**src/sv/rkg_pkg.sv**
```systemverilog
package rkg_pkg;

   localparam int unsigned NumWords = 8;

   typedef logic [31:0] word_type;
   typedef word_type [NumWords-1:0] word_array_type;

   // counter increments a0..a7
   localparam word_type RKG_A [NumWords] = '{
      32'h4D34D34D, 32'hD34D34D3, 32'h34D34D34, 32'h4D34D34D,
      32'hD34D34D3, 32'h34D34D34, 32'h4D34D34D, 32'hD34D34D3
   };

   // one pulse per datapath action, driven by the controller
   typedef struct packed {
      logic capture;
      logic load_key;
      logic cnt_step;
      logic add_step;
      logic sq_step;
      logic mix_step;
      logic modify_step;
      logic load_out;
   } cmd_type;

endpackage

```
**src/sv/rkg_controller.sv**
```systemverilog
module rkg_controller (
   input  logic             clock,
   input  logic             reset,
   input  logic             req_tvalid,
   input  logic             req_restart,
   output logic             req_tready,
   output logic             rsp_tvalid,
   input  logic             rsp_tready,
   output rkg_pkg::cmd_type cmd
);
   import rkg_pkg::*;

   localparam logic [2:0] ST_IDLE   = 3'd0;
   localparam logic [2:0] ST_LOAD   = 3'd1;
   localparam logic [2:0] ST_CNT    = 3'd2;
   localparam logic [2:0] ST_ADDU   = 3'd3;
   localparam logic [2:0] ST_SQR    = 3'd4;
   localparam logic [2:0] ST_MIX    = 3'd5;
   localparam logic [2:0] ST_MODIFY = 3'd6;
   localparam logic [2:0] ST_DONE   = 3'd7;

   logic [2:0] state_ff, state_in;
   logic [1:0] iter_ff, iter_in;
   logic       setup_ff, setup_in;
   logic       valid_ff, valid_in;

   always_comb begin
      state_in = state_ff;
      iter_in  = iter_ff;
      setup_in = setup_ff;
      cmd      = '0;
      case (state_ff)
         ST_IDLE: begin
            if (req_tvalid) begin
               cmd.capture = 1'b1;
               setup_in    = req_restart;
               state_in    = req_restart ? ST_LOAD : ST_CNT;
            end
         end
         ST_LOAD: begin
            cmd.load_key = 1'b1;
            iter_in      = '0;
            state_in     = ST_CNT;
         end
         ST_CNT: begin
            cmd.cnt_step = 1'b1;
            state_in     = ST_ADDU;
         end
         ST_ADDU: begin
            cmd.add_step = 1'b1;
            state_in     = ST_SQR;
         end
         ST_SQR: begin
            cmd.sq_step = 1'b1;
            state_in    = ST_MIX;
         end
         ST_MIX: begin
            cmd.mix_step = 1'b1;
            if (!setup_ff) begin
               state_in = ST_DONE;
            end else if (iter_ff == 2'd3) begin
               setup_in = 1'b0;
               state_in = ST_MODIFY;
            end else begin
               iter_in  = iter_ff + 2'd1;
               state_in = ST_CNT;
            end
         end
         ST_MODIFY: begin
            cmd.modify_step = 1'b1;
            state_in        = ST_CNT;
         end
         ST_DONE: begin
            if (!valid_ff || rsp_tready) begin
               cmd.load_out = 1'b1;
               state_in     = ST_IDLE;
            end
         end
         default: begin
            state_in = ST_IDLE;
         end
      endcase
   end

   always_comb begin
      valid_in = valid_ff;
      if (cmd.load_out) begin
         valid_in = 1'b1;
      end else if (rsp_tready) begin
         valid_in = 1'b0;
      end
   end

   always_ff @(posedge clock) begin
      if (reset) begin
         state_ff <= ST_IDLE;
         iter_ff  <= '0;
         setup_ff <= 1'b0;
         valid_ff <= 1'b0;
      end else begin
         state_ff <= state_in;
         iter_ff  <= iter_in;
         setup_ff <= setup_in;
         valid_ff <= valid_in;
      end
   end

   assign req_tready = (state_ff == ST_IDLE);
   assign rsp_tvalid = valid_ff;

   a_restart_loads: assert property (@(posedge clock) disable iff (reset)
      req_tvalid && req_tready && req_restart |=> state_ff == ST_LOAD)
      else $error("restart item did not enter key load");

   a_plain_counts: assert property (@(posedge clock) disable iff (reset)
      req_tvalid && req_tready && !req_restart |=> state_ff == ST_CNT && !setup_ff)
      else $error("plain item did not go straight to the counter step");

   a_no_overwrite: assert property (@(posedge clock) disable iff (reset)
      cmd.load_out |-> !valid_ff || rsp_tready)
      else $error("result register overwritten while an item waits");

   a_modify_after_four: assert property (@(posedge clock) disable iff (reset)
      state_ff == ST_MODIFY |-> $past(iter_ff) == 2'd3 && !setup_ff)
      else $error("counter modification not after the fourth setup iteration");

endmodule

```
**config.mk**
```make
export PLATFORM = sky130hd
export DESIGN_NAME = rkg_controller
export DESIGN_NICKNAME = d
export VERILOG_FILES = /design/src/sv/rkg_pkg.sv /design/src/sv/rkg_controller.sv
export SDC_FILE = /design/constraint.sdc
export NUM_CORES = 1
export LEC_CHECK = 0
export BUFFER_PORTS_ARGS = -buffer_cell sky130_fd_sc_hd__buf_2
export CAP_MARGIN = 20
export CORE_AREA = 2 2 39 41
export DETAILED_ROUTE_END_ITERATION = 7
export DIE_AREA = 0 0 41 43
export PLACE_DENSITY = 0.6
export SYNTH_ARGS = -nofsm -noshare
export SYNTH_HDL_FRONTEND = slang
export SYNTH_SLANG_ARGS = --single-unit
```
**constraint.sdc**
```tcl
create_clock -name clock -period 1.68 [get_ports clock]
set_input_delay 0 -clock clock [delete_from_list [all_inputs] [get_ports clock]]
set_output_delay 0 -clock clock [all_outputs]
set_load 0.03 [all_outputs]
```
==> results of run 1 <==
==> routing by layer <==
layer | track usage (%) | vias to the layer above | wire length, um
li1 | - | 228 | -
met1 | 14.8 | 179 | 464
met2 | 17.2 | 11 | 455
met3 | 1.57 | 2 | 25
met4 | 10.0 | 0 | 19
met5 | 0 | - | 0
==> cell usage after synthesis (all sizes together), types with 2 or more instances <==
| cell | n |
|---|---|
| nand2b | 3 |
| nand3 | 2 |
| inv | 2 |
| a21oi | 7 |
| buf | 4 |
| nand3b | 2 |
| nor2 | 8 |
| nor3 | 4 |
| nand2 | 5 |
| dfxtp | 7 |
| nor3b | 2 |
==> per-stage QoR <==
stage / utilization [%] / area, sq um / hold WS (ns) / worst slack, ns / instances
final: 40.1 / 556 / 0.0464 / 0.277 / 89
after detailed placement: 37.5 / 519 / 0.247 / 0.365 / 84
after floorplan: - / 455 / 0.0624 / 0.253 / 57
after global routing: 40.1 / 556 / 0.0444 / 0.191 / 89
after CTS: 40.1 / 556 / 0.0327 / 0.286 / 89
after global placement: 37.5 / 519 / 0.253 / 0.416 / 84
==> registers in the layout, summed over array words and instances (netlist names) <==
signal      cells
iter_ff         2
rsp_tvalid      1
setup_ff        1
state_ff        3
==> what timing repair did <==
item	in CTS	in global routing
setup buffers	0	0
hold endpoints to repair	1	0
hold buffers	1	0
==> cell usage in the layout (no fill, tap or decap) <==
| master | count |
|---|---|
| nand3_4 | 1 |
| a22oi_1 | 1 |
| nand4b_1 | 1 |
| clkbuf_4 | 3 |
| a21o_1 | 1 |
| clkbuf_1 | 1 |
| dfxtp_1 | 7 |
| a211o_1 | 1 |
| buf_4 | 1 |
| nand3b_1 | 2 |
| nor2b_1 | 1 |
| and2_4 | 1 |
| and2b_1 | 1 |
| or2_0 | 1 |
| nand3_1 | 1 |
| nor2_1 | 8 |
| inv_1 | 2 |
| a21oi_2 | 1 |
| o211ai_1 | 1 |
| nand2b_1 | 3 |
| nor3_1 | 3 |
| ha_1 | 1 |
| nand2_1 | 5 |
| dlygate4sd3_1 | 1 |
| nor3b_1 | 2 |
| buf_2 | 14 |
| nor3_2 | 1 |
| a21oi_1 | 6 |
| a311oi_1 | 1 |
==> worst paths after layout <==
check,end,slack (ns),depth (start not counted),start
worst min-delay path,setup_ff,0.05,3,req_restart
worst min register to register,iter_ff[1],0.46,2,iter_ff[1]
worst max-delay path,cmd[2],0.28,3,state_ff[2]
worst max register to register,iter_ff[0],0.36,5,iter_ff[0]
==> tightest hold or removal path, cell delays in order <==
cell,delay (ns)
buf_2,0.12
nand2_1,0.07
a21oi_2,0.05
==> area by class of cell <==
| type | count | area [sq um] |
|---|---|---|
| clock buffer | 4 | 26.3 |
| fill | 158 | 828 |
| inverter | 2 | 7.51 |
| multi-input combinational | 44 | 274 |
| sequential | 7 | 140 |
| tap | 16 | 20.0 |
| timing repair buffer | 16 | 87.6 |
==> cell families after synthesis <==
logic type,count (synthesis)
and+or+nand+nor,31
AOI/OAI and AO/OA,12
buffers and inverters,6
DFF,7
adders and majority gates,1
==> power groups by stage <==
stage                     Combinational [W]  Sequential, W  Clock [W]
final                              0.000146       0.000209   0.000142
after global routing               0.000157       0.000211   0.000157
after CTS                          0.000146       0.000208   0.000152
after detailed placement           0.000144       0.000211          0
after global placement             0.000144       0.000210          0
after floorplan                    0.000131       0.000190          0
==> impl_metrics.toml, run 1 <==
[timing]
grt_setup_unrepaired = "false"
period_share_pct = 83.5
setup_viol = 0
relSlewSlack_pct = 65.7
hold_viol_final = 0
tightest_slew_ns = 0.513
fin_crit_ns = 1.40
tns_ns = 0
fmax_mhz = 713
final.setup_skew_ns = 0.00228
drv_slew = 0

[worst_setup_path]
worstPathRequired_ns = 1.68
startpoint_type = "flip-flop"
worstSetupPathType = "reg2out"
slowest_delay_ns = 0.64
critical_path.slowest_cell = "dfxtp_1"
path_cells = "nand2b_1, nor2_1, buf_2"
critPathArrivalTime_ns = 1.40
cp_num_buf_inv = 1
worstPathMaxFanout = 13
end_kind = "output port"
crit_family = "flip-flops"

[min_path]
hold_path_class = "in2reg"

[placement]
port_buffers = 14
dp_hpwl_um = 727
place_congestion = 0.748

[run_status]
status = "finished, final reports clean"

[power]
total_power_w = 0.000496
combPwrFrac_pct = 29.3
leakagePower_nw = 0.242
switching_share_pct = 34.6
irDropWorstVdd_uv = 392
clockPowerShare_pct = 28.7
powerDensity_nw_per_um2 = 893
intPower_w = 0.000324
power_switching_w = 0.000172
p_seq_share_pct = 42.0

[layout]
diodes = 0
layout-drive-gt1-share_pct = 30.1
syn_to_final_growth_pct = 22.0
nets = 80

[drt]
avgViaCountPerCell = 4.72
vias = 420
drt_iter0_drc = 7
drtAntennaViolNets = 0
first_pass_iters = 4
wl_um = 965
post-route-drc-count = 0
wl_per_cell_um = 10.8

[synth]
synth-edff-count = 0
synth_compound_area_share_pct = 17.3
seq_area_frac_synth_pct = 30.8
syn_area_sq_um = 455
synth_top_area_share_pct = 30.8
synthSimpleGateAreaFrac_pct = 40.1
syn_area_per_cell_sq_um = 7.99
async_reset_ff_share_pct = 0
synth_top_family_by_area = "simple AND/OR/NAND/NOR gates"
synth_top_area_cell = "dfxtp_1"
yosys.area_share.xor_xnor_pct = 0
synth-seq-cells = 7
synth_cell_types = 26
yosys_warnings = 0
synthAdderAreaFrac_pct = 2.75
synthTopCellsByArea = "dfxtp_1 31%, a21oi_1 6.6%, nor2_1 6.6%"
synthMuxAreaShare_pct = 0
syn_nets = 63
dominantRegCellSynth = "dfxtp_1"
synth_cells = 57

[grt]
groute.usage.overall_pct = 12.0
antenna_found_initial = 0
grt_first_pass_wirelength_mm = 1.45
grt_start_max_net_pins = 14
grt_pass1_vias = 371
grt-ovfl-total = 0

[flow_run]
maxCapViolCount = 0

[clock_network]
cts_htree_levels = 1
clk_path_buf_depth = 2
clock_sinks = 7
clock_latency_ns = 0.24
cts_tree = "built"
cts_buffers = 3
cts_resized = 0
root_buffer = "clkbuf_4"
clk_pin_slew_ns = 0.05

[floorplan]
core_area_sq_um = 1380
dieArea_sq_um = 1760
num_io_pins = 15
die_h_um = 43
row_count = 14
die_w_um = 41
initial_utilization_pct = 32.9
Power figures use the tool's default switching activity.
==> run 2: changes to the inputs <==
- ABC_AREA: default -> 1
- PLACE_DENSITY: 0.6 -> 0.63
- clock period: 1.68 -> 1.1 ns (I/O delays scaled with it)
==> run 2 against run 1 <==
Net effect: sequential cell count unchanged; register-to-register slack lost 0.31 ns; non-clock buffer count is 1 higher; critical endpoint is now cmd[6]; largest cell class unchanged.
==> impl_metrics.toml, run 2 <==
[synth]
async_reset_ff_share_pct = 0
seq_area_frac_synth_pct = 30.2
synthTopCellsByArea = "dfxtp_1 30%, inv_1 12%, nand3_1 11%"
synth_top_area_share_pct = 30.2
yosys_warnings = 0
synth_cell_types = 17
synth-seq-cells = 7
dominantRegCellSynth = "dfxtp_1"
synth.most_common_cell = "inv_1"
netlist_top_cells_count = "15 x inv_1, 13 x nor2_1, 10 x nand3_1, 9 x nand2_1, 7 x dfxtp_1"
syn_area_sq_um = 464
synth_top_area_cell = "dfxtp_1"
synth-edff-count = 0
synth_cells = 73
syn_area_per_cell_sq_um = 6.36
syn_nets = 79

[drt]
vias = 472
wl_per_cell_um = 10.0
drtAntennaViolNets = 0
avgViaCountPerCell = 4.37
wl_mm = 1.09
drt_iter0_drc = 9
post-route-drc-count = 0
first_pass_iters = 2

[power]
total_power_w = 0.00104
powerDensity_nw_per_um2 = 1500
irDropWorstVdd_uv = 742
leakagePower_nw = 0.368

[timing]
setup_viol = 0
relSlewSlack_pct = 88.4
setup_ws_ns = 0.0139
drv_slew = 0
fin_crit_ns = 1.09
period_share_pct = 98.7
fmax_mhz = 921
tightest_slew_ns = 0.173
whs_ns = 0.0766
grt_setup_unrepaired = "true"
final.setup_skew_ns = 0.00288
hold_viol_final = 0

[worst_setup_path]
critPathArrivalTime_ns = 1.09
worstPathMaxFanout = 6
critical_path.slowest_cell = "dfxtp_4"
end_kind = "output port"
path_cells = "inv_4, nor2_4, inv_2, nor2_1, buf_4"
worstSetupPathType = "reg2out"
worstPathRequired_ns = 1.10
startpoint_type = "flip-flop"
slowest_delay_ns = 0.41

[layout]
layout-drive-gt1-share_pct = 46.7
layout.cells.most_common = "inv_1"
final_cell_mix = "13 x inv_1, 11 x nor2_1, 8 x nand2_1"
nets = 99
final_core_util_pct = 49.9
largest_register_ffs = 3
regMostFlops = "state_ff"
syn_to_final_growth_pct = 48.8
layout.cells.non_filler = 108
diodes = 0
largestRegisters = "state_ff (3), iter_ff (2)"

[floorplan]
num_io_pins = 15
dieArea_sq_um = 1760
initial_utilization_pct = 33.5
die_w_um = 41
row_count = 14
core_area_sq_um = 1380
die_h_um = 43

[grt]
grt_pass1_vias = 405
grt-ovfl-total = 0
grt_start_max_net_pins = 8
antenna_found_initial = 0
groute.usage.overall_pct = 13.5
grt_first_pass_wirelength_mm = 1.62

[clock_network]
root_buffer = "clkbuf_4"
clock_sinks = 7
clock_latency_ns = 0.25
cts_htree_levels = 1
cts_tree = "built"
clk_pin_slew_ns = 0.05
cts_buffers = 3
clk_path_buf_depth = 2

[run_status]
status = "finished, final reports clean"

[flow_run]
maxCapViolCount = 0

[min_path]
hold_path_class = "in2reg"

[placement]
dp_hpwl_um = 763
place_congestion = 0.748
dpl.cell_count = 102
port_buffers = 14
dp_slack_ns = 0.0471
==> run 2: path summary, 6_finish.rpt <==
kind / startpoint / endpoint / slack [ns] / cells after the start
setup / recovery: state_ff[0] / cmd[6] / 0.01 / 5
hold / removal: rsp_tready / state_ff[0] / 0.08 / 4
setup reg to reg: iter_ff[0] / state_ff[2] / 0.05 / 7
hold reg to reg: iter_ff[1] / iter_ff[1] / 0.48 / 2
==> run 2: worst max-delay path: cells and delay by family, from the launching register on <==
family | cells | cell delay, ns
simple gates | 2 | 0.17
buf+inv | 3 | 0.26
flops | 1 | 0.41
==> run 2: layout make-up <==
class                           count  area (sq um)
Fill cell                         144           693
Tap cell                           16          20.0
Sequential cell                     7           154
Timing Repair Buffer               17           126
Inverter                           18          72.6
Multi-Input combinational cell     46           292
Clock buffer                        4          26.3
==> run 2: timing repair <==
action / in CTS / in global routing
endpoints found under the hold margin: 2 / 0
setup endpoints to repair: 9 / 11
hold buffers: 1 / 0
resized for setup: 13 / 24
cloned: 0 / 0
buffers inserted: 1 / 0
pin swaps: 1 / 3
==> run 2: power by group <==
| part | internal, W | switching [W] | leakage (nW) | total, W |
|---|---|---|---|---|
| registers | 0.000290 | 0.0000660 | 0.0602 | 0.000356 |
| clock network | 0.000138 | 0.0000947 | 0.0150 | 0.000233 |
| logic | 0.000180 | 0.000270 | 0.293 | 0.000450 |
==> run 2: cell families (layout without fill, tap and decap cells) <==
kind of cell               Yosys count  count (layout)  synth area share [%]
adders and majority gates            1               1                  2.69
buffers and inverters               20              39                  17.8
DFF                                  7               7                  30.2
AOI/OAI and AO/OA                    6               6                  7.01
and+or+nand+nor                     39              39                  42.3
==> run 2: metrics by stage <==
step	setup TNS, ns	cell area [sq um]
after floorplan	0	464
after global placement	0	547
after detailed placement	0	547
after CTS	-0.00134	627
after global routing	-0.111	691
final	0	691
==> run 2: layer usage <==
| metal | vias up | routed length, um | track usage, % |
|---|---|---|---|
| li1 | 260 | - | - |
| met1 | 204 | 498 | 17.7 |
| met2 | 8 | 549 | 20.0 |
| met3 | 0 | 37 | 3.14 |
| met4 | 0 | 0 | 6.00 |
| met5 | - | 0 | 0 |
==> run 3: changes to the inputs <==
- CTS_CLUSTER_SIZE: default -> 12
- PLACE_DENSITY: 0.63 -> 0.6
- clock period: 1.1 -> 1.2 ns (I/O delays scaled with it)
==> run 3 against run 2 <==
Net effect: cell count is 0.93% lower; utilization fell by 6.1 points; highest routed layer is now met4; sequential cell count unchanged; via count increased by 2.5%; largest cell class unchanged; die area is the same; clock power is 9.9% lower; sequential share of layout area increased by 2.3 points.
==> impl_metrics.toml, run 3 (synthesis results as in run 2) <==
[run_status]
status = "finished, final reports clean"

[timing]
relSlewSlack_pct = 86.4
grt_setup_unrepaired = "false"
fmax_mhz = 894
whs_ns = 0.0641
period_share_pct = 93.2
drv_slew = 0
fin_crit_ns = 1.12
setup_viol = 0
final.setup_skew_ns = 0.000297
tns_ns = 0
hold_viol_final = 0
tightest_slew_ns = 0.201

[worst_setup_path]
worstPathMaxFanout = 6
worstPathRequired_ns = 1.20
rrSetupSlack_ns = 0.14
worstSetupPathType = "reg2out"
critPathArrivalTime_ns = 1.12
startpoint_type = "flip-flop"
end_kind = "output port"

[drt]
vias = 484
wl_um = 985
avgViaCountPerCell = 4.52
first_pass_iters = 4
drtAntennaViolNets = 0
post-route-drc-count = 0
wl_per_cell_um = 9.21
drt_iter0_drc = 5

[clock_network]
clock_latency_ns = 0.25
cts_htree_levels = 1
clock_sinks = 7
clk_path_buf_depth = 2
postCtsSetupBuffers = 0
clk_pin_slew_ns = 0.05
cts_tree = "built"
cts_buffers = 3
root_buffer = "clkbuf_4"

[floorplan]
row_count = 14
die_w_um = 41
dieArea_sq_um = 1760
initial_utilization_pct = 33.5
die_h_um = 43
core_area_sq_um = 1380
num_io_pins = 15

[layout]
layout.cells.most_common = "inv_1"
nets = 98
regMostFlops = "state_ff"
final_core_util_pct = 43.9
syn_to_final_growth_pct = 30.7
largest_register_ffs = 3
final_cell_mix = "15 x inv_1, 13 x nor2_1, 12 x buf_2"
largestRegisters = "state_ff (3), iter_ff (2)"
layout-drive-gt1-share_pct = 34.1
diodes = 0

[power]
powerDensity_nw_per_um2 = 1450
p_seq_share_pct = 36.0
power_switching_w = 0.000365
switching_share_pct = 41.4
intPower_w = 0.000515
combPwrFrac_pct = 40.1
irDropWorstVdd_uv = 583
clockPowerShare_pct = 23.9
leakagePower_nw = 0.359

[placement]
port_buffers = 14
place_congestion = 0.757
dp_hpwl_um = 774

[grt]
antenna_found_initial = 0
grt-ovfl-total = 0
grt_start_max_net_pins = 8
grt_first_pass_wirelength_mm = 1.57
groute.usage.overall_pct = 13.6
grt_pass1_vias = 401

[min_path]
hold_path_class = "in2reg"

[flow_run]
maxCapViolCount = 0
-- run 3: cell count changes in the layout (fill, tap and decap cells not counted), sizes merged --
cell	change
clkbuf	-1
-- run 3: worst paths after layout --
kind         cells after the start     endpoint        start
min reg2reg                      2   iter_ff[1]   iter_ff[1]
max reg2reg                      7  state_ff[2]   iter_ff[0]
max                              5       cmd[6]  state_ff[0]
min                              4  state_ff[0]   rsp_tready
-- run 3: stage by stage --
stage | cell area [sq um] | std cells | setup slack, ns | power, W
2_1_floorplan | 464 | 73 | 0.0665 | 0.000555
3_3_place_gp | 547 | 102 | 0.161 | 0.000637
3_5_place_dp | 547 | 102 | 0.148 | 0.000640
4_1_cts | 589 | 107 | 0.0211 | 0.000872
5_1_grt | 607 | 107 | 0.00199 | 0.000950
6_report | 607 | 107 | 0.0814 | 0.000880
-- run 3: power by group through the flow --
stage	Combinational, W	Sequential (W)	Clock [W]
3_5_place_dp	0.000335	0.000304	0
4_1_cts	0.000343	0.000304	0.000225
5_1_grt	0.000392	0.000321	0.000236
6_report	0.000353	0.000317	0.000210
2_1_floorplan	0.000265	0.000291	0
3_3_place_gp	0.000332	0.000305	0
-- run 3: per-layer routing --
layer	vias up	global-route usage (%)	routed length, um
li1	259	-	-
met1	214	15.8	455
met2	9	19.4	474
met3	2	3.14	34
met4	0	12.0	20
met5	-	0	0
-- run 3: timing repair --
item,in CTS,in global routing
cloned,0,0
resized for setup,4,6
endpoints found under the setup margin,3,3
hold endpoints to repair,2,0
hold buffers,1,0
-- run 3: layout make-up --
type | count | area [sq um]
clock buffer | 4 | 26.3
fill | 153 | 777
inverter | 18 | 67.6
multi-input combinational | 46 | 251
sequential | 7 | 149
tap | 16 | 20.0
timing repair buffer | 16 | 92.6
-- run 3: critical path, stage by stage, from the launching register on --
cell,delay [ns]
dfxtp_4,0.39
inv_2,0.06
nor2_4,0.09
inv_1,0.07
nor2_1,0.09
buf_4,0.16
